==> config.mk <==
export PLATFORM = sky130hd
export DESIGN_NAME = ipc_cell
export DESIGN_NICKNAME = d
export VERILOG_FILES = /design/src/design/ipc_pkg.sv /design/src/design/ipc_cell.sv
export SDC_FILE = /design/constraint.sdc
export NUM_CORES = 1
export LEC_CHECK = 0
export BUFFER_PORTS_ARGS = -buffer_cell sky130_fd_sc_hd__buf_2
export CORE_MARGIN = 5
export CORE_UTILIZATION = 57
export CTS_CLUSTER_DIAMETER = 120
export DETAILED_ROUTE_END_ITERATION = 7
export PLACE_DENSITY = 0.85
export SLEW_MARGIN = 30
export SYNTH_ARGS = -nofsm -noshare
export SYNTH_HDL_FRONTEND = slang
export SYNTH_SLANG_ARGS = --single-unit
==> constraint.sdc <==
create_clock -name clk -period 5.31 [get_ports clk]
set_clock_uncertainty 0.15 [all_clocks]
set_input_delay 0.531 -clock clk [delete_from_list [all_inputs] [get_ports clk]]
set_output_delay 0.531 -clock clk [all_outputs]
set_load 0.01 [all_outputs]
==> src/design/ipc_pkg.sv <==
// ----------------------------------------------------------------------------
// Inversion pair counter package
// Token type that travels down the cell chain and the order key helper.
// ----------------------------------------------------------------------------
`timescale 1ns / 1ps

package ipc_pkg;

	localparam int KEY_W   = 32;
	localparam int INV_W   = 11;
	localparam int ELEM_W  = 7;
	localparam int INV_SAT = 2047;
	localparam int CNT_SAT = 127;

	// One element in flight along the chain.
	typedef struct packed {
		logic             valid;
		logic             last;
		logic             stored;
		logic [KEY_W-1:0] key;
	} ipc_tok_t;

	// Flipping the sign bit makes unsigned order match two's complement order.
	function automatic logic [KEY_W-1:0] ipc_order_key(input logic [KEY_W-1:0] raw);
		ipc_order_key = {~raw[KEY_W-1], raw[KEY_W-2:0]};
	endfunction

endpackage

==> src/design/ipc_cell.sv <==
// ----------------------------------------------------------------------------
// Inversion pair counter cell
// Holds one stored element, counts a passing element it exceeds, and
// captures the first element of a sequence that finds it empty.
// ----------------------------------------------------------------------------
`timescale 1ns / 1ps

module ipc_cell #(
	parameter int CW = 7
) (
	input  logic              clk,
	input  logic              arst_n,
	input  logic              adv,
	input  ipc_pkg::ipc_tok_t tok_in,
	input  logic [CW-1:0]     cnt_in,
	output ipc_pkg::ipc_tok_t tok_out,
	output logic [CW-1:0]     cnt_out
);
	import ipc_pkg::*;

	logic             occ_q;
	logic [KEY_W-1:0] val_q;
	ipc_tok_t         tok_q;
	logic [CW-1:0]    cnt_q;
	logic             greater;
	logic             take;

	assign greater = tok_in.valid && occ_q && (val_q > tok_in.key);
	assign take    = tok_in.valid && !tok_in.stored && !occ_q;

	always_ff @(posedge clk or negedge arst_n) begin
		if (!arst_n) begin
			occ_q <= 1'b0;
			tok_q <= '0;
		end else if (adv) begin
			// The last element of a sequence empties every cell it passes.
			if (tok_in.valid && tok_in.last) begin
				occ_q <= 1'b0;
			end else if (take) begin
				occ_q <= 1'b1;
			end
			tok_q <= '{valid: tok_in.valid, last: tok_in.last,
			           stored: tok_in.stored | take, key: tok_in.key};
		end
	end

	always_ff @(posedge clk) begin
		if (adv) begin
			if (take) begin
				val_q <= tok_in.key;
			end
			cnt_q <= cnt_in + CW'(greater);
		end
	end

	assign tok_out = tok_q;
	assign cnt_out = cnt_q;

endmodule

# Word-level counts from Yosys, hierarchy flattened
# Index checks and enable logic that the tools add are counted.
[word_totals]
register_bits = 75
out_inout_bits = 42
elab_cells = 22
[op_classes]
addsub = 1
n_bitwise = 1
n_reduce_logical = 10
magnitude_cmp = 1
n_mux = 2
[ops]
columns = ["op", "n"]
rows = [
  ["greater-than comparator 32 bit", 1],
  ["adder 7 x 1 -> 7 bit", 1],
  ["logical AND 1 bit", 5],
  ["AND reduction 2 bit", 2],
  ["logical NOT 1 bit", 2],
  ["2-to-1 mux 1 bit", 2],
  ["nonzero test 2 bit", 1],
  ["bitwise OR 1 bit", 1],
]

# Depth between registers and ports, before layout
# Gate-level depths: netlist of the first run.
[logic_depth]
depth_word = 5
ltp_mapped = 11
depth_no_buf = 11

# Worst setup path after synthesis of the first run
# No wires, ideal clock.
[synth_path]
path_type = "input port to flip-flop"
startpoint = "in adv"
endpoint = "reg val_q[0], enable pin"
cell_stages = 3
slack_ns = 1.637
arrival_ns = 3.060
path_cell_list = "buf_2 > nand2_1 > nor3_1"
[synth_between]
elab_chain_len = 1
[synth_lines]
columns = ["element", "line_no", "source"]
rows = [
  ["from (decl)", "ipc_cell.sv:13", "input logic adv,"],
  ["AND reduction 2 bit (no source line)", "-", ""],
  ["to (signal assigned)", "ipc_cell.sv:50", "val_q <= tok_in.key;"],
  ["to (decl)", "ipc_cell.sv:22", "logic [KEY_W-1:0] val_q;"],
]
# Every way passes these cells.
# A chain may end at the register's enable or synchronous reset.

# Final worst setup path of the first run
[layout_path]
startpoint = "reg val_q[11]"
endpoint = "reg cnt_q[4] (netlist: cnt_out[4]), data pin"
[layout_between]
elab_chain_len = 3
[layout_lines]
columns = ["element", "line_no", "source"]
rows = [
  ["greater-than comparator 32 bit", "ipc_cell.sv:28", "assign greater = tok_in.valid && occ_q && (val_q > tok_in.key);"],
  ["logical AND 1 bit", "ipc_cell.sv:28", ""],
  ["adder 7 x 1 -> 7 bit", "ipc_cell.sv:52", "cnt_q <= cnt_in + CW'(greater);"],
  ["to (signal assigned)", "ipc_cell.sv:52", ""],
  ["to (decl)", "ipc_cell.sv:24", "logic [CW-1:0] cnt_q;"],
]
# Every way passes these cells.

==> results.toml, run 1 <==
[critical_path]
worstSetupStartpointType = "flip-flop"
slowest_stage = "edfxtp_1"
cp-startpoint = "val_q[11]"
crit_required_ns = 5.25
worstPathCellList = "ha_1, nand4_1, nor3_1, a21boi_0, o41ai_1, a21oi_1, ha_1, ha_1, nand3_1, xnor2_1"
critPathMostFrequentCell = "ha_1"
arrival_ns = 2.81
worstSetupPathType = "flip-flop to flip-flop"
path_buf_inv = 0
cpPeakStageDelay_ns = 0.41
crit_path_max_fanout = 3
crit_path_end_kind = "flip-flop"
r2r-start = "val_q[11]"
cp_top_family = "adder cells"

[drt]
drtIter0Drc = 155
ant_nets = 0
wl_mm = 6.78
avgRoutedWirePerCell_um = 16.2
vias = 2249
vias_per_cell = 5.37
firstDrtPassIters = 4
drc = 0

[final_layout]
multi_input_area_sq_um = 1220
seq_area_sq_um = 2070
postLayoutCellArea_sq_um = 4160
areaGrowthSynthToFinish_pct = 21.5
num-fill-cells = 428
antennaDiodeCount = 0
fin_nets = 418
drive_gt1_share_pct = 40.4

[pwr]
p_comb_share_pct = 12.8
switchingPower_mw = 0.303
power.density_nw_per_um2 = 314
swShare_pct = 23.2
p_seq_share_pct = 51.3
p_leak_nw = 1.95
ir_worst_vdd_v = 0.000220
internal_power_mw = 1.00
finalPower_mw = 1.31
clkPwrFrac_pct = 35.9

[sta]
drv_slew = 0
fmax_ghz = 0.348
max_slew_margin_pct = 44.5
rsz0062_at_grt = "no"
tns_ns = 0
worst_slew_pin_slew_ns = 0.833
finalHoldViolCount = 0
finalSetupViolations = 0
fin_crit_sh_pct = 54.0
final.min_clock_period_ns = 2.87

[floorplan]
initial_core_util_pct = 58.2
die_h_um = 87.5
die_area_sq_um = 7660
rows = 28
fp.coreArea_sq_um = 5890
io_pins = 87
dieWidth_um = 87.5

[logic_synthesis]
synth_xor_area_share_pct = 1.28
ys_ff_latch = 75
synth_most_common_cell = "edfxtp_1"
synth-edff-count = 39
synth_fp_nets = 324
yosys.area.top_type = "edfxtp_1"
yosys.area_share.simple_pct = 5.59
avgSynthCellArea_sq_um = 14.0
ys_warn_count = 0
synth_top_family_by_area = "adder cells"
yosysUniqueCellTypes = 29
synth_compound_gate_area_share_pct = 5.22
async_flop_share_pct = 48.0
syn_area_sq_um = 3430
synthTopCellsByCount = "edfxtp_1 (39), dfrtp_1 (36), ha_1 (34)"
synth_fa_ha_area_share_pct = 12.4
synth-main-ff-cell = "edfxtp_1"
synth_top_area_share_pct = 34.2
synth_mux_area_share_pct = 10.8
synthCells = 245
synth_top_cells_by_area = "edfxtp_1 (34%), dfrtp_1 (26%), ha_1 (12%)"
ys_seq_area_share_pct = 60.5

[clocking]
path_clk_slew_ns = 0.08
cts_setup_buffers = 0
cts_tree = "done"
post_cts_resized = 0
hold_buffers = 0
cts_buffer_depth = 2
cts_root_buffer = "clkbuf_8"
h-tree-depth = 3
insertion_delay_ns = 0.34
cts_sinks = 75
cts_buffers = 9

[placement]
numPortBuffers = 86
post-dp-hpwl_mm = 5.02
routabilityCongestion = 0.796
placed_area_sq_um = 3940

[global_routing]
grt_usage_pct = 19.0
gr-total-overflow = 0
grt_pass1_vias = 2392
grt_pass1_wl_mm = 11.2
grt_max_degree = 46
antenna_found_initial = 0

[worst_hold_path]
hold_class = "input port to asynchronous set/reset pin"

[status]
status = "finished clean"

[run]
drv_cap = 0
## placed cells by master, fill, tap and decap left out, drive strengths merged, types with 2 or more instances in the layout
cell and n:
a21o 5, a21oi 12, buf 87, bufinv 2, clkbuf 10, clkinv 4
dfrtp 36, edfxtp 39, ha 34, inv 33, mux2 33, nand2 4
nand3 12, nand4 7, nor2 3, nor2b 2, nor3 3, o21ai 2
xnor2 4
## through the flow
stage	hold slack [ns]	setup slack [ns]	cells	utilization (%)
6_report	0.137	2.44	419	70.7
5_1_grt	0.202	2.14	419	70.7
4_1_cts	0.169	2.44	419	70.7
3_5_place_dp	0.341	2.22	403	67.0
3_3_place_gp	0.334	2.43	403	67.0
2_1_floorplan	0.0854	1.64	245	-
## power groups by stage
| stage | Combinational [mW] | Sequential, mW | Clock [mW] |
|---|---|---|---|
| floorplan | 0.0728 | 0.697 | 0 |
| global placement | 0.162 | 0.680 | 0 |
| detailed placement | 0.169 | 0.682 | 0 |
| CTS | 0.170 | 0.670 | 0.479 |
| global route | 0.187 | 0.674 | 0.507 |
| finish | 0.167 | 0.670 | 0.470 |
## layout make-up
type | instances | area share (%)
sequential | 75 | 49.8
multi-input combinational | 133 | 29.2
timing repair buffer | 87 | 10.6
clock buffer | 10 | 3.31
inverter | 33 | 2.98
tap | 75 | 2.25
clock inverter | 6 | 1.89
## flip-flops by register name, indices dropped and copies added (netlist names)
register	flops
cnt_out	7
val_q	32
tok_out	35
occ_q	1
## final timing paths
kind / end / slack, ns / cells after the start
worst max-delay path: cnt_out[4] / 2.44 / 10
worst min-delay path: tok_out[24] / 0.14 / 1
worst max register to register: cnt_out[4] / 2.44 / 10
worst min register to register: tok_out[16] / 0.35 / 1
max in group asynchronous: tok_out[33] / 4.35 / 1
min in group clk: val_q[8] / 0.24 / 1
## kinds of logic (layout without fill, tap and decap cells)
group / Yosys count / in the layout
compound gates: 27 / 27
xor+xnor: 5 / 5
fa+ha+maj: 34 / 34
buf+inv: 37 / 136
flops: 75 / 75
mux: 33 / 33
simple gates: 34 / 34
## routing by layer
layer | wire length [um] | up-vias | track usage [%] | part of all wire [%]
met3 | 365 | 11 | 3.86 | 5.4
met1 | 2970 | 1104 | 25.0 | 44
met4 | 114 | 0 | 8.23 | 1.7
met2 | 3320 | 56 | 30.8 | 49
met5 | 0 | - | 0 | 0
li1 | - | 1078 | - | -
Note: power is estimated with default switching activity, not from simulation.
==> run 2: changes to the inputs <==
Settings changed: ABC_AREA set to 1, CORE_UTILIZATION 57 to 53, PLACE_DENSITY 0.85 to 0.8.
Clock period 5.31 ns to 2.9 ns, I/O delays scaled along.
==> results.toml, run 2 <==
[global_routing]
gr-total-overflow = 0
grt_usage_pct = 18.8
grt_pass1_vias = 2646
antenna_found_initial = 0
grt_pass1_wl_mm = 12.4
grt_max_degree = 38

[clocking]
cts_buffers = 9
cts_sinks = 75
cts_root_buffer = "clkbuf_8"
cts_tree = "done"
h-tree-depth = 3
cts_buffer_depth = 2
path_clk_slew_ns = 0.07
insertion_delay_ns = 0.33

[pwr]
swShare_pct = 24.8
p_leak_nw = 2.13
clkPwrFrac_pct = 33.1
finalPower_mw = 2.35
p_seq_share_pct = 52.3
power.density_nw_per_um2 = 520
p_comb_share_pct = 14.6
ir_worst_vdd_v = 0.000332
internal_power_mw = 1.77
switchingPower_mw = 0.583

[drt]
vias = 2586
drtIter0Drc = 99
vias_per_cell = 4.96
wl_mm = 7.40
drc = 0
ant_nets = 0
avgRoutedWirePerCell_um = 14.2
firstDrtPassIters = 4

[final_layout]
antennaDiodeCount = 0
fin_nets = 518
mostFrequentLayoutCells = "buf_2 (85), a21oi_1 (45), inv_1 (39), edfxtp_1 (39)"
instances_no_fill = 521
postLayoutCellArea_sq_um = 4520
areaGrowthSynthToFinish_pct = 31.1
drive_gt1_share_pct = 27.9
largest_reg_flops = 35
utilization_pct = 71.2
mostFrequentLayoutCell = "buf_2"

[critical_path]
worstSetupStartpointType = "input port"
worstSetupPathType = "input port to flip-flop"
crit_path_max_fanout = 2
r2r_slack_ns = 0.37
arrival_ns = 2.70
crit_required_ns = 2.84
crit_path_end_kind = "flip-flop"

[sta]
worst_slack_ns = 0.132
final.min_clock_period_ns = 2.77
max_slew_margin_pct = 67.4
worst_slew_pin_slew_ns = 0.489
tns_ns = 0
whs_ns = 0.0239
fin_crit_sh_pct = 95.4
drv_slew = 0
finalHoldViolCount = 0
fmax_ghz = 0.361
finalSetupViolations = 0

[placement]
post-dp-hpwl_mm = 5.18
placed_area_sq_um = 3970
dp_cells = 473
numPortBuffers = 86
routabilityCongestion = 0.829
place_ws_ns = 0.312

[floorplan]
io_pins = 87
fp.coreArea_sq_um = 6350
dieWidth_um = 90.6
rows = 29
initial_core_util_pct = 54.3
die_area_sq_um = 8220
die_h_um = 90.6

[logic_synthesis]
syn_area_sq_um = 3450
ys_ff_latch = 75
async_flop_share_pct = 48.0
synth-main-ff-cell = "edfxtp_1"
synth_top_cells_by_area = "edfxtp_1 (34%), dfrtp_1 (26%), ha_1 (12%)"
synth_fp_nets = 393
synth_top_area_share_pct = 34.0
yosys.area.top_type = "edfxtp_1"
ys_seq_area_share_pct = 60.1
yosysUniqueCellTypes = 29
synthTopCellsByCount = "a21oi_1 (45), inv_1 (40), edfxtp_1 (39), nor2_1 (39), nand2_1 (37)"
avgSynthCellArea_sq_um = 11.0
synth-edff-count = 39
synthCells = 314
synth_most_common_cell = "a21oi_1"
ys_warn_count = 0

[worst_hold_path]
hold_class = "input port to flip-flop"

[run]
drv_cap = 0

[status]
status = "finished clean"
## run 2: final timing paths
check | startpoint | endpoint | cells past startpoint
worst max-delay path | tok_in[31] | cnt_out[6] | 16
worst min-delay path | tok_in[33] | occ_q | 2
worst max register to register | val_q[29] | cnt_out[6] | 13
worst min register to register | tok_out[32] | tok_out[32] | 2
max in group asynchronous | arst_n | tok_out[2] | 2
min in group asynchronous | arst_n | tok_out[18] | 2
## run 2: cells by family (layout without fill, tap and decap cells)
logic type               after synthesis  after routing  share of synthesized area (%)
AO/OA/AOI/OAI                         53             53                           8.17
XOR/XNOR                               5              5                           1.27
adder cells (fa/ha/maj)               34             34                           12.3
buffers and inverters                 53            183                           6.03
flip-flops                            75             75                           60.1
multiplexers                           3              3                          0.980
AND/OR/NAND/NOR                       91             91                           11.1
## run 2: what timing repair did
| action | in CTS | in global routing |
|---|---|---|
| hold buffers | 32 | 0 |
| setup endpoints to repair | 0 | 1 |
| gates resized for setup | 0 | 8 |
| hold endpoints to repair | 67 | 0 |
| setup buffers | 0 | 0 |
## run 2: routing by layer
metal,routed length [um],vias to the layer above,GRT usage [%]
li1,-,1291,-
met1,3160,1208,24.1
met2,3690,76,30.3
met3,429,11,4.42
met4,116,0,8.31
met5,0,-,0
## run 2: power by group through the flow
stage / registers [mW] / logic (mW) / clock network (mW)
finish: 1.23 / 0.343 / 0.778
global route: 1.24 / 0.389 / 0.850
CTS: 1.23 / 0.343 / 0.801
detailed placement: 1.25 / 0.307 / 0
global placement: 1.24 / 0.297 / 0
floorplan: 1.27 / 0.140 / 0
## run 2: critical path, stage by stage
cell and delay [ns]:
dlygate4sd3_1 0.54, buf_2 0.11, inv_1 0.04, ha_1 0.29
nand2_1 0.08, nor2_2 0.11, nand2_2 0.08, nor3b_2 0.22
nand2_1 0.09, a21oi_2 0.12, ha_2 0.21, ha_4 0.14
nand3_2 0.09, nor2_2 0.11, nand2_1 0.06, xnor2_1 0.12
## run 2: final cells by class
cell class	count	area, sq um
flip-flops and latches	75	2070
fillers	471	1830
multi-input cells	186	1200
repair buffers	122	783
inverters	45	169
clock buffers	11	141
well taps	77	96.3
clock inverters	5	52.6
==> run 3: changes to the inputs <==
Settings changed: HOLD_SLACK_MARGIN set to 0.06.
==> results.toml, run 3 (synthesis results as in run 2) <==
[clocking]
cts_root_buffer = "clkbuf_8"
insertion_delay_ns = 0.33
cts_tree = "done"
h-tree-depth = 3
path_clk_slew_ns = 0.07
cts_sinks = 75
cts_buffer_depth = 2
cts_buffers = 9

[final_layout]
mostFrequentLayoutCell = "buf_2"
instances_no_fill = 524
num-fill-cells = 468
mostFrequentLayoutCells = "buf_2 (85), a21oi_1 (45), inv_1 (39), edfxtp_1 (39)"
antennaDiodeCount = 0
postLayoutCellArea_sq_um = 4550
utilization_pct = 71.6
drive_gt1_share_pct = 27.7
seq_area_sq_um = 2070
largest_reg_flops = 35
fin_nets = 521
areaGrowthSynthToFinish_pct = 32.0
multi_input_area_sq_um = 1200

[placement]
place_ws_ns = 0.312
placed_area_sq_um = 3970
routabilityCongestion = 0.829
post-dp-hpwl_mm = 5.18
numPortBuffers = 86
dp_cells = 473

[pwr]
swShare_pct = 24.8
clkPwrFrac_pct = 33.0
ir_worst_vdd_v = 0.000332
p_seq_share_pct = 52.1
internal_power_mw = 1.77
p_leak_nw = 2.15
power.density_nw_per_um2 = 518
finalPower_mw = 2.35
switchingPower_mw = 0.583
p_comb_share_pct = 14.8

[drt]
avgRoutedWirePerCell_um = 14.2
wl_mm = 7.42
vias = 2609
drc = 0
ant_nets = 0
vias_per_cell = 4.98
drtIter0Drc = 102
firstDrtPassIters = 4

[worst_hold_path]
hold_class = "input port to flip-flop"

[sta]
finalSetupViolations = 0
final.min_clock_period_ns = 2.77
fin_crit_sh_pct = 95.5
max_slew_margin_pct = 67.5
finalHoldViolCount = 0
fmax_ghz = 0.361
worst_slew_pin_slew_ns = 0.488
drv_slew = 0
worst_slack_ns = 0.130

[critical_path]
crit_required_ns = 2.84
worstSetupStartpointType = "input port"
crit_path_end_kind = "flip-flop"
worstSetupPathType = "input port to flip-flop"
crit_path_max_fanout = 2
arrival_ns = 2.71

[floorplan]
fp.coreArea_sq_um = 6350
io_pins = 87
rows = 29
die_h_um = 90.6
initial_core_util_pct = 54.3
die_area_sq_um = 8220
dieWidth_um = 90.6

[global_routing]
grt_pass1_vias = 2652
grt_usage_pct = 18.8
grt_pass1_wl_mm = 12.4
antenna_found_initial = 0
grt_max_degree = 38
gr-total-overflow = 0

[status]
status = "finished clean"

[run]
drv_cap = 0
run 3: cell types whose count changed in the layout (fill, tap and decap cells not counted), sizes merged:
cell / previous run / this run
dlygate4sd3: 32 / 35
run 3: power by group through the flow:
stage | Clock (mW) | Sequential, mW | Combinational, mW
after floorplan | 0 | 1.27 | 0.140
after global placement | 0 | 1.24 | 0.297
after detailed placement | 0 | 1.25 | 0.307
after CTS | 0.801 | 1.23 | 0.349
after global routing | 0.850 | 1.24 | 0.395
final | 0.778 | 1.23 | 0.349
run 3: path summary, 6_finish.rpt:
| check | endpoint | cells past startpoint | slack (ns) | start |
|---|---|---|---|---|
| max | cnt_out[6] | 16 | 0.13 | tok_in[31] |
| min | tok_out[16] | 2 | 0.10 | adv |
| max reg2reg | cnt_out[6] | 13 | 0.36 | val_q[29] |
| min reg2reg | tok_out[32] | 2 | 0.35 | tok_out[32] |
| max in group asynchronous | tok_out[2] | 2 | 1.94 | arst_n |
| min in group asynchronous | tok_out[18] | 2 | 0.31 | arst_n |
run 3: stage by stage:
stage,hold WS (ns),TNS (ns)
2_1_floorplan,-0.156,0
3_3_place_gp,0.299,0
3_5_place_dp,0.310,0
4_1_cts,0.0837,0
5_1_grt,0.0983,-0.00237
6_report,0.103,0
run 3: repair_timing:
action	4_1_cts	5_1_grt
hold buffers	35	0
buffers inserted	0	0
endpoints found under the hold margin	72	0
resized for setup	0	8
setup endpoints to repair	0	1
run 3: critical path, cell delays in order:
cell,delay (ns)
dlygate4sd3_1,0.54
buf_2,0.11
inv_1,0.04
ha_1,0.29
nand2_1,0.08
nor2_2,0.11
nand2_2,0.08
nor3b_2,0.22
nand2_1,0.09
a21oi_2,0.12
ha_2,0.21
ha_4,0.14
nand3_2,0.09
nor2_2,0.11
nand2_1,0.06
xnor2_1,0.12
run 3: routing by layer:
| metal | wire length, um | part of all wire, % | track usage (%) | vias to the layer above |
|---|---|---|---|---|
| li1 | - | - | - | 1299 |
| met5 | 0 | 0 | 0 | - |
| met3 | 464 | 6.3 | 4.42 | 11 |
| met1 | 3140 | 42 | 24.1 | 1218 |
| met2 | 3700 | 50 | 30.3 | 81 |
| met4 | 116 | 1.6 | 8.31 | 0 |
run 3: final cells by class:
type / instances / area share (%)
Clock buffer: 11 / 3.11
Clock inverter: 5 / 1.16
Inverter: 45 / 3.71
Multi-Input combinational cell: 186 / 26.5
Sequential cell: 75 / 45.5
Tap cell: 77 / 2.12
Timing Repair Buffer: 125 / 17.9
