## src/design/ipc_pkg.sv

```systemverilog
// ----------------------------------------------------------------------------
// Inversion pair counter package
// Token type that travels down the cell chain and the order key helper.
// ----------------------------------------------------------------------------
`timescale 1ns / 1ps

package ipc_pkg;

	localparam int KEY_W   = 32;
	localparam int INV_W   = 11;
	localparam int ELEM_W  = 7;
	localparam int INV_SAT = 2047;
	localparam int CNT_SAT = 127;

	// One element in flight along the chain.
	typedef struct packed {
		logic             valid;
		logic             last;
		logic             stored;
		logic [KEY_W-1:0] key;
	} ipc_tok_t;

	// Flipping the sign bit makes unsigned order match two's complement order.
	function automatic logic [KEY_W-1:0] ipc_order_key(input logic [KEY_W-1:0] raw);
		ipc_order_key = {~raw[KEY_W-1], raw[KEY_W-2:0]};
	endfunction

endpackage

```

## src/design/ipc_tally.sv

```systemverilog
// ----------------------------------------------------------------------------
// Inversion pair counter tally
// Sums the counts of elements leaving the chain and holds the result item.
// ----------------------------------------------------------------------------
`timescale 1ns / 1ps

module ipc_tally #(
	parameter int MAX_LEN = 64
) (
	input  logic                           clk,
	input  logic                           arst_n,
	input  logic                           adv,
	input  ipc_pkg::ipc_tok_t              tail_tok,
	input  logic [$clog2(MAX_LEN+1)-1:0]   tail_cnt,
	input  logic                           res_ready,
	output logic                           res_valid,
	output logic [ipc_pkg::INV_W-1:0]      inversion_total,
	output logic [ipc_pkg::ELEM_W-1:0]     element_total,
	output logic                           overflowed
);
	import ipc_pkg::*;

	localparam int CW = $clog2(MAX_LEN + 1);
	localparam int SW = ((CW > INV_W) ? CW : INV_W) + 1;
	localparam int EW = (CW > ELEM_W) ? CW : ELEM_W;

	logic [INV_W-1:0] acc_q;
	logic [CW-1:0]    num_q;
	logic             ovf_q;
	logic             res_valid_q;
	logic [SW-1:0]    sum;
	logic [INV_W-1:0] acc_next;
	logic [CW-1:0]    num_next;
	logic [EW-1:0]    num_ext;
	logic             ovf_next;
	logic             take;

	assign take     = adv && tail_tok.valid;
	assign sum      = SW'(acc_q) + SW'(tail_cnt);
	// A dropped element contributes nothing to the total.
	assign acc_next = !tail_tok.stored ? acc_q :
	                  (sum > SW'(INV_SAT)) ? INV_W'(INV_SAT) : sum[INV_W-1:0];
	assign num_next = num_q + CW'(tail_tok.stored);
	assign num_ext  = EW'(num_next);
	assign ovf_next = ovf_q | !tail_tok.stored;

	always_ff @(posedge clk or negedge arst_n) begin
		if (!arst_n) begin
			acc_q       <= '0;
			num_q       <= '0;
			ovf_q       <= 1'b0;
			res_valid_q <= 1'b0;
		end else begin
			if (take && tail_tok.last) begin
				acc_q       <= '0;
				num_q       <= '0;
				ovf_q       <= 1'b0;
				res_valid_q <= 1'b1;
			end else begin
				if (take) begin
					acc_q <= acc_next;
					num_q <= num_next;
					ovf_q <= ovf_next;
				end
				if (res_ready) begin
					res_valid_q <= 1'b0;
				end
			end
		end
	end

	always_ff @(posedge clk) begin
		if (take && tail_tok.last) begin
			inversion_total <= acc_next;
			element_total   <= (num_ext > EW'(CNT_SAT)) ? ELEM_W'(CNT_SAT) :
			                   num_ext[ELEM_W-1:0];
			overflowed      <= ovf_next;
		end
	end

	assign res_valid = res_valid_q;

endmodule

```

## config.mk

```make
export PLATFORM = sky130hd
export DESIGN_NAME = ipc_tally
export DESIGN_NICKNAME = d
export VERILOG_FILES = /design/src/design/ipc_pkg.sv /design/src/design/ipc_tally.sv
export SDC_FILE = /design/constraint.sdc
export NUM_CORES = 1
export LEC_CHECK = 0
export BUFFER_PORTS_ARGS = -buffer_cell sky130_fd_sc_hd__buf_2
export CORE_MARGIN = 5
export CORE_UTILIZATION = 45
export CTS_CLUSTER_DIAMETER = 50
export CTS_CLUSTER_SIZE = 20
export DETAILED_ROUTE_END_ITERATION = 10
export GPL_ROUTABILITY_DRIVEN = 0
export PLACE_DENSITY = 0.85
export SLEW_MARGIN = 30
export SYNTH_ARGS = -nofsm -noshare
export SYNTH_HDL_FRONTEND = slang
export SYNTH_SLANG_ARGS = --single-unit
export TNS_END_PERCENT = 30
```

## constraint.sdc

```tcl
create_clock -name clk -period 2 [get_ports clk]
set_input_delay 0.1 -clock clk [delete_from_list [all_inputs] [get_ports clk]]
set_output_delay 0.1 -clock clk [all_outputs]
set_load 0.01 [all_outputs]
```

# == Word level (Yosys, flattened, before mapping) ==
# Index checks and enable logic that the tools add are counted.
# totals
regBits,39
ram_bits,0
romBits,0
latchBits,0
n_memories,0
# classes
n_mux,10
mul,0
eq_ne,0
n_addsub,2
reduce_logical,5
order_cmp,2
shifts,0
n_div,0
bitwise,1
# ops
operator,count
2-to-1 mux 11 bit,4
2-to-1 mux 7 bit,2
adder 11 x 7 -> 12 bit,1
> comparator 12 x 11 -> 1 bit (second input constant),1
adder 7 x 1 -> 7 bit,1
> comparator 7 bit (second input constant),1
2-to-1 mux 1 bit,4
nonzero test 2 bit,2
logical AND 1 bit,2
zero test 1 bit,1
OR 1 bit,1

# == Logic depth before layout (Yosys ltp) ==
# Gate-level depths: netlist of the first run.
# logic_depth
ltp_word,6
ltp_mapped,8
depth_no_buf,8

# == Least setup slack after synthesis of the first run ==
# OpenSTA, ideal clock, no wires.
# synth_path
path_type,register to register
start,reg acc_q[0]
end,reg inversion_total[10] (netlist bit) (data pin)
setup_time_ns,0.267
setup_slack_ns,-0.204
path_stages_with_launch,9
required_ns,1.733
t_arrival_ns,1.936
path_cell_list,dfrtp_1 -> ha_1 -> inv_1 -> fa_1 -> nand2b_1 -> a21o_1 -> a31o_1 -> a2111oi_2 -> a21oi_1
# synth_via
elab_chain_len,4
# synth_lines
element,line,rtl
"start, declared",ipc_tally.sv:27,logic [INV_W-1:0] acc_q;
"start signal, assigned",ipc_tally.sv:61,acc_q <= acc_next;
adder 11 x 7 -> 12 bit *,ipc_tally.sv:39,assign sum = SW'(acc_q) + SW'(tail_cnt);
> comparator 12 x 11 -> 1 bit,ipc_tally.sv:42,(sum > SW'(INV_SAT)) ? INV_W'(INV_SAT) : sum[INV_W-1:0];
2-to-1 mux 11 bit *,ipc_tally.sv:42,
2-to-1 mux 11 bit *,ipc_tally.sv:41,assign acc_next = !tail_tok.stored ? acc_q :
net acc_next[10],ipc_tally.sv:32,logic [INV_W-1:0] acc_next;
"end signal, assigned",ipc_tally.sv:74,inversion_total <= acc_next;
"end, declared",ipc_tally.sv:17,"output logic [ipc_pkg::INV_W-1:0] inversion_total,"
# The timed path passes the listed nets; every way through them passes the cells marked *.
# A chain may end at the register's enable or synchronous reset.

# == Final worst setup path of the first run ==
# Same ends and word-level chain as after synthesis.

==> PnR_summary.wiki, run 1 <==
{| class="wikitable"
! Metric !! Value
|-
| Post-synthesis cell area || between 2000 and 2500 µm²
|-
| Synth area leaders || edfxtp_1, dfrtp_1, ha_1, a21oi_1, o21ai_0
|-
| Fin crit share || 108%
|-
| RSZ-0062 raised after global routing || true
|-
| Mean Syn Cell Area || around 11 µm²
|-
| Global-route met1 utilization || 18.2%
|-
| Pre-CTS worst setup slack || -216 ps
|-
| Critical path type || flip-flop to flip-flop
|-
| Adder-cell area share of the yosys netlist || 6.54%
|-
| Clock Skews || 6.66 ps
|-
| Violations in the final reports || negative setup slack
|-
| Initial Util || a little under half
|-
| Largest family of logic cells by synthesized area || compound AO/OA/AOI/OAI gates
|-
| Ratio of cells with drive above 1 in the final layout || between 30% and 40%
|-
| Maximum count of clock buffers along a single path || 2
|-
| Min Clock Period, post-route || 2170 ps
|-
| Compound-gate portion of the synthesized area || between 20% and 30%
|-
| Worst-path cell chain || ha_2 -> inv_2 -> fa_2 -> nand2b_4 -> a21o_1 -> a31o_4 -> a2111oi_4 -> a21oi_2
|-
| Slowest CP cell || dfrtp_1
|-
| Total Routed Length || around 5100 µm
|-
| Pin count of the biggest net entering global routing || 23
|-
| Final count of negative-setup-slack endpoints || 7
|-
| Path category of the worst min-delay check || primary input to flip-flop
|-
| Post-route antenna net violation count || 0
|-
| Number of distinct library cells after synthesis || 39
|-
| Number of buffers inserted during clock tree synthesis || 5
|-
| Warnings from Yosys || 0
|-
| Most heavily used metal layer in global routing || met2
|-
| Final setup slack of the worst path || -168 ps
|-
| Required time worst endpoint || about 2000 ps
|-
| Chip Width || between 70 and 80 µm
|-
| Post-route core utilization || 59.4%
|-
| Stage delay of the slowest cell on the critical path || about 370 ps
|-
| Half-perimeter wire length after detailed placement || approximately 3200 µm
|-
| Post-synthesis share of cell area spent on and, or, nand and nor gates || ~13%
|-
| Vias/cell || ~5.9
|-
| Met3 routing resource usage after global routing || around 4.6%
|-
| Arr. time, crit path || 2210 ps
|-
| Clk pin slew, worst setup/hold paths || roughly 80 ps
|-
| Multiplexer share of the synthesized area || approximately 1.1%
|-
| Placeable core region || 4350 µm²
|-
| Detailed-route wire length per cell || 17.3 µm
|-
| Relative area change from synthesis to final layout || 27.6%
|-
| Number of violations reported at the end of detailed-routing iteration 0 || ~280
|-
| Detailed-route DRC error count || 0
|-
| Global routing usage on met2 || 28.7%
|-
| Synthesized instance count || 192
|-
| Number of max-cap violations || 0
|-
| Sequential share of the synthesized area || ~53%
|-
| Clock Latency Late Sink || roughly 290 ps
|-
| Worst slew margin || between 40% and 50%
|-
| Number of antenna violations at the first check in global routing || 0
|-
| Endpoint kind of the worst setup timing path || flip-flop
|-
| Via count of the first global-routing pass || between 1500 and 2000
|-
| Sum of overflow across all layers after global routing || 0
|-
| Area enclosed by the die boundary || approximately 5900 µm²
|-
| Synthesized-area fraction occupied by xor and xnor cells || roughly 2.6%
|-
| Final hold violations || 0
|-
| PwrDens || roughly 810 nW/µm²
|-
| TritonCTS clock tree || done
|-
| Cell leakage power || around 1.1 nW
|-
| Status || complete, but fails checks
|-
| Critical path startpoint category || flip-flop
|-
| Die Y || 77.1 µm
|-
| Number of rows in the core area || 24
|-
| Max Clk Rate || between 400 and 500 MHz
|-
| Top cell type's share of synthesized area || about 28%
|-
| Vias || 1734
|-
| Root Buffer Master || clkbuf_8
|-
| Internal reg-to-reg setup slack || -170 ps
|-
| CTS H-tree lvls || 2
|-
| 1st-pass router iterations || 4
|-
| GRT Total Usage || around 16%
|-
| FILL cells || ~350
|-
| Critical path peak fanout || 3
|-
| Total number of clock tree sinks || 39
|-
| First-pass GRT wire length || 7890 µm
|-
| Transition at the pin with the smallest max-transition slack || around 850 ps
|-
| Post-Synthesis Net Count || 248
|-
| Synthesized flop and latch total || 39
|-
| Peak supply drop || around 0.00034 V
|-
| Number of nets in the layout || a little under 300
|-
| Ports || 66
|-
| # diodes || 0
|-
| # port buffers || 33
|-
| Max-slew violation count || 0
|-
| Area leader, netlist || edfxtp_1
|}
==> what timing repair did <==
action                                  CTS  global route
pin swaps                                 3             8
endpoints found under the setup margin    8            20
hold endpoints to repair                 20             0
hold buffers                              1             0
gates resized for setup                   7            20
setup buffers                             3             0
==> power by group <==
| group | leakage, nW | total [mW] | internal (mW) | switching, mW |
|---|---|---|---|---|
| sequential | 0.445 | 0.955 | 0.908 | 0.0469 |
| combinational | 0.590 | 0.560 | 0.240 | 0.320 |
| clock | 0.0505 | 0.594 | 0.314 | 0.280 |
==> cell usage in the layout, fill, tap and decap left out, drive strengths merged, types with 2 or more instances in the layout <==
master | synthesis | layout
xnor2 | 4 | 4
a22o | 5 | 5
nor2 | 15 | 15
o21bai | 3 | 3
a21o | 2 | 2
nand2b | 4 | 4
inv | 11 | 11
o311a | 2 | 2
mux2 | 2 | 2
a21oi | 21 | 21
edfxtp | 19 | 19
or3 | 2 | 2
nand3 | 6 | 6
nand4 | 4 | 4
a2111oi | 3 | 3
buf | 0 | 45
ha | 9 | 9
o21ai | 20 | 20
dfrtp | 20 | 20
xor2 | 2 | 2
nand2 | 14 | 14
clkbuf | 6 | 7
and3 | 3 | 3
a211oi | 3 | 3
==> flip-flops by register name, indices dropped and copies added (netlist names) <==
| register | count |
|---|---|
| num_q | 7 |
| inversion_total | 11 |
| overflowed | 1 |
| res_valid | 1 |
| element_total | 7 |
| acc_q | 11 |
| ovf_q | 1 |
==> synth_stat cells (all sizes together) <==
| master | n |
|---|---|
| a2111oi | 3 |
| a211oi | 3 |
| a21boi | 1 |
| a21o | 2 |
| a21oi | 21 |
| a22o | 5 |
| a31o | 1 |
| a41oi | 1 |
| and2 | 1 |
| and3 | 3 |
| and4b | 1 |
| clkbuf | 6 |
| dfrtp | 20 |
| edfxtp | 19 |
| fa | 1 |
| ha | 9 |
| inv | 11 |
| mux2 | 2 |
| nand2 | 14 |
| nand2b | 4 |
| nand3 | 6 |
| nand4 | 4 |
| nor2 | 15 |
| nor2b | 1 |
| nor3 | 1 |
| nor4 | 1 |
| o211a | 1 |
| o21a | 1 |
| o21ai | 20 |
| o21bai | 3 |
| o22ai | 1 |
| o311a | 2 |
| or3 | 2 |
| xnor2 | 4 |
| xor2 | 2 |
==> per-layer routing <==
layer	vias to the layer above	part of all wire (%)
met5	-	0
met4	0	3.9
met3	24	8.2
met2	93	49
met1	816	39
li1	801	-
==> critical path, delay by kind of cell, from the launching register on <==
family / cells / cell delay (ps)
AOI/OAI and AO/OA: 4 / 830
buffers and inverters: 1 / 40
and+or+nand+nor: 1 / 150
adders and majority gates: 2 / 530
DFF: 1 / 370
==> path summary, 6_finish.rpt <==
kind,from,endpoint,cells past startpoint
max in group asynchronous,arst_n,ovf_q$_DFFE_PN0P_,2
min in group asynchronous,arst_n,acc_q[9]$_DFFE_PN0P_,2
max,acc_q[0]$_DFFE_PN0P_,inversion_total[10]$_DFFE_PP_,8
min,res_ready,res_valid$_DFFE_PN0P_,2
max reg2reg,acc_q[0]$_DFFE_PN0P_,inversion_total[10]$_DFFE_PP_,8
min reg2reg,num_q[0]$_DFFE_PN0P_,num_q[0]$_DFFE_PN0P_,2
==> cell families (layout without fill, tap and decap cells) <==
family	count (synthesis)	in the layout
AO/OA/AOI/OAI	65	65
XOR/XNOR	6	6
adder cells (fa/ha/maj)	10	10
buffers and inverters	17	65
flip-flops	39	39
multiplexers	2	2
AND/OR/NAND/NOR	53	53
==> cell type report <==
type / instances / area (µm²) / share of cell area [%]
sequential: 39 / 1070 / 41.4
multi-input combinational: 136 / 1040 / 40.2
timing repair buffer: 46 / 265 / 10.3
clock buffer: 7 / 96.3 / 3.72
tap: 52 / 65.1 / 2.51
inverter: 11 / 41.3 / 1.60
clock inverter: 1 / 7.51 / 0.290
==> stage by stage <==
step / area (µm²) / hold WS [ps] / instances / TNS (ps) / total power [mW]
floorplan: 2040 / -196 / 192 / -43.5 / 1.25
global placement: 2320 / 89.7 / 280 / -281 / 1.37
detailed placement: 2320 / 89.8 / 280 / -627 / 1.39
CTS: 2490 / 4.21 / 292 / -618 / 2.02
global route: 2590 / 31.8 / 292 / -1220 / 2.21
finish: 2590 / 11.8 / 292 / -606 / 2.11
(Power assumes the default switching activity.)
==> run 2: changes to the inputs <==
BUFFER_PORTS_ARGS = -buffer_cell sky130_fd_sc_hd__buf_4   (was -buffer_cell sky130_fd_sc_hd__buf_2)
==> PnR_summary.wiki, run 2 (synthesized netlist as in run 1, its figures left out) <==
{| class="wikitable"
! Metric !! Value
|-
| Worst hold slack || 135 ps (+123 ps)
|-
| TritonCTS clock tree || done
|-
| Leading cell type in the layout, fill and taps excluded || buf_4
|-
| Sw frac || 30.4% (-0.29 points)
|-
| First-pass GRT wire length || 7360 µm (-6.8%)
|-
| Final std cells w/o fill || 291 (-0.34%)
|-
| 1st-pass router iterations || 6 (+2)
|-
| Number of buffers inserted during clock tree synthesis || 5 (unchanged)
|-
| Critical path startpoint category || flip-flop
|-
| Part of the power in registers || 47.9% (+2.6 points)
|-
| DP Cell Count || 278 (-0.71%)
|-
| Chip Width || 77.1 µm (unchanged)
|-
| Status || complete, but fails checks
|-
| Sum of overflow across all layers after global routing || 0 (unchanged)
|-
| Clk pin slew, worst setup/hold paths || 70 ps (about the same)
|-
| Transition at the pin with the smallest max-transition slack || 825 ps (-26.9 ps)
|-
| Required time worst endpoint || 2030 ps (about the same)
|-
| # diodes || 0 (unchanged)
|-
| Power dissipated by switching net loads || 601 µW (-7.0%)
|-
| Total number of clock tree sinks || 39 (unchanged)
|-
| Total Routed Length || 4590 µm (-9.3%)
|-
| Number of antenna violations at the first check in global routing || 0 (unchanged)
|-
| Relative contribution of the clock network to total power || 25.5% (-2.7 points)
|-
| Initial Util || 46.6% (unchanged)
|-
| RSZ-0062 raised after global routing || true
|-
| Total placed instance area || 2380 µm² (+2.9%)
|-
| Fin crit share || 110% (+1.6 points)
|-
| Leading registers by flop count || acc_q (11), inversion_total (11)
|-
| Critical path type || flip-flop to flip-flop
|-
| Cell leakage power || 1.10 nW (+0.92%)
|-
| Final setup slack of the worst path || -199 ps (-31.2 ps)
|-
| Post-layout total power || 1.98 mW (-6.1%)
|-
| Final Cell Area || 2620 µm² (+1.1%)
|-
| CTS H-tree lvls || 2 (unchanged)
|-
| Root Buffer Master || clkbuf_8
|-
| Final count of negative-setup-slack endpoints || 8 (+1)
|-
| PwrDens || 757 nW/µm² (-7.1%)
|-
| Ports || 66 (unchanged)
|-
| Number of violations reported at the end of detailed-routing iteration 0 || 128 (-54%)
|-
| FILL cells || 349 (-0.57%)
|-
| Violations in the final reports || negative setup slack
|-
| Peak supply drop || 0.000315 V (-7.9%)
|-
| Setup TNS || -753 ps (-147 ps)
|-
| Number of rows in the core area || 24 (unchanged)
|-
| Relative area change from synthesis to final layout || 28.9%
|-
| Final hold violations || 0 (unchanged)
|-
| Worst slew margin || 44.9% (+1.8 points)
|-
| Vias || 1670 (-3.7%)
|-
| Vias/cell || 5.74 (-3.4%)
|-
| Min Clock Period, post-route || 2200 ps (+31.2 ps)
|-
| Max Clk Rate || 455 MHz (-1.4%)
|-
| Via count of the first global-routing pass || 1605 (-7.0%)
|-
| Ratio of cells with drive above 1 in the final layout || 30.1% (-3.6 points)
|-
| Clock Latency Late Sink || 290 ps (about the same)
|-
| Die Y || 77.1 µm (unchanged)
|-
| Arr. time, crit path || 2220 ps (about the same)
|-
| Placeable core region || 4350 µm² (unchanged)
|-
| Clock Skews || 9.97 ps (+3.31 ps)
|-
| Share of total power in combinational logic || 26.6% (about the same)
|-
| Max-slew violation count || 0 (unchanged)
|-
| Maximum count of clock buffers along a single path || 2 (unchanged)
|-
| Critical path peak fanout || 3 (unchanged)
|-
| Detailed-route DRC error count || 0 (unchanged)
|-
| Detailed-route wire length per cell || 15.8 µm (-9.0%)
|-
| Half-perimeter wire length after detailed placement || 3190 µm (-1.4%)
|-
| Path category of the worst min-delay check || primary input to flip-flop
|-
| Post-route core utilization || 60.1% (+0.63 points)
|-
| GRT Total Usage || 15.2% (-1.1 points)
|-
| Endpoint kind of the worst setup timing path || flip-flop
|-
| Number of max-cap violations || 0 (unchanged)
|-
| Design internal power || 1.38 mW (-5.7%)
|-
| Post-route antenna net violation count || 0 (unchanged)
|-
| Pre-CTS worst setup slack || -175 ps (+40.8 ps)
|-
| Commonest cells after routing, fill and taps aside || buf_4, dfrtp_1, edfxtp_1
|-
| Area enclosed by the die boundary || 5950 µm² (unchanged)
|-
| Number of nets in the layout || 294 (-0.34%)
|-
| Pin count of the biggest net entering global routing || 24 (+4.3%)
|-
| # port buffers || 33 (unchanged)
|}
## run 2: cell count changes in the layout (fill, tap and decap cells not counted), sizes merged
cell | before | now
buf | 45 | 43
clkinv | 0 | 1
clkinvlp | 1 | 0
dlygate4sd3 | 1 | 2
## run 2: final timing paths
path	slack, ps	endpoint	depth (start not counted)	start
max reg2reg	-200	inversion_total[10]$_DFFE_PP_	8	acc_q[0]$_DFFE_PN0P_
min in group asynchronous	220	acc_q[5]$_DFFE_PN0P_	2	arst_n
min	130	num_q[1]$_DFFE_PN0P_	3	tail_tok[33]
max in group asynchronous	1550	acc_q[0]$_DFFE_PN0P_	2	arst_n
max	-200	inversion_total[10]$_DFFE_PP_	8	acc_q[0]$_DFFE_PN0P_
min reg2reg	510	num_q[0]$_DFFE_PN0P_	2	num_q[0]$_DFFE_PN0P_
## run 2: layer usage
metal  track usage, %  vias to the layer above  wire length [µm]
met4             4.98                        0               125
li1                 -                      800                 -
met1             19.4                      796              1950
met2             24.5                       59              2250
met5                0                        -                 0
met3             4.68                       15               264
## run 2: area by class of cell
| class | count | area, µm² | area share (%) |
|---|---|---|---|
| flip-flops and latches | 39 | 1070 | 41.0 |
| repair buffers | 45 | 347 | 13.3 |
| multi-input cells | 136 | 1010 | 38.6 |
| inverters | 11 | 41.3 | 1.58 |
| well taps | 52 | 65.1 | 2.49 |
| clock inverters | 1 | 5.00 | 0.191 |
| clock buffers | 7 | 76.3 | 2.92 |
## run 2: repair_timing
item	4_1_cts	5_1_grt
gates cloned	0	0
hold endpoints to repair	21	0
buffers inserted	0	3
hold buffers	2	0
pin swaps	3	6
resized for setup	1	20
setup endpoints to repair	6	19
## run 2: worst max-delay path, stage by stage (launching register included)
cell and delay, ps:
dfrtp_1 360, ha_2 190, inv_2 40, fa_2 330, nand2b_4 150, a21o_1 180, a31o_4 270, a2111oi_4 300
a21oi_1 110
## run 2: power by group through the flow
stage / sequential, mW / combinational (mW) / clock (mW)
global placement: 0.960 / 0.415 / 0
global route: 0.956 / 0.578 / 0.562
CTS: 0.947 / 0.438 / 0.515
floorplan: 0.963 / 0.287 / 0
detailed placement: 0.963 / 0.432 / 0
finish: 0.948 / 0.526 / 0.505
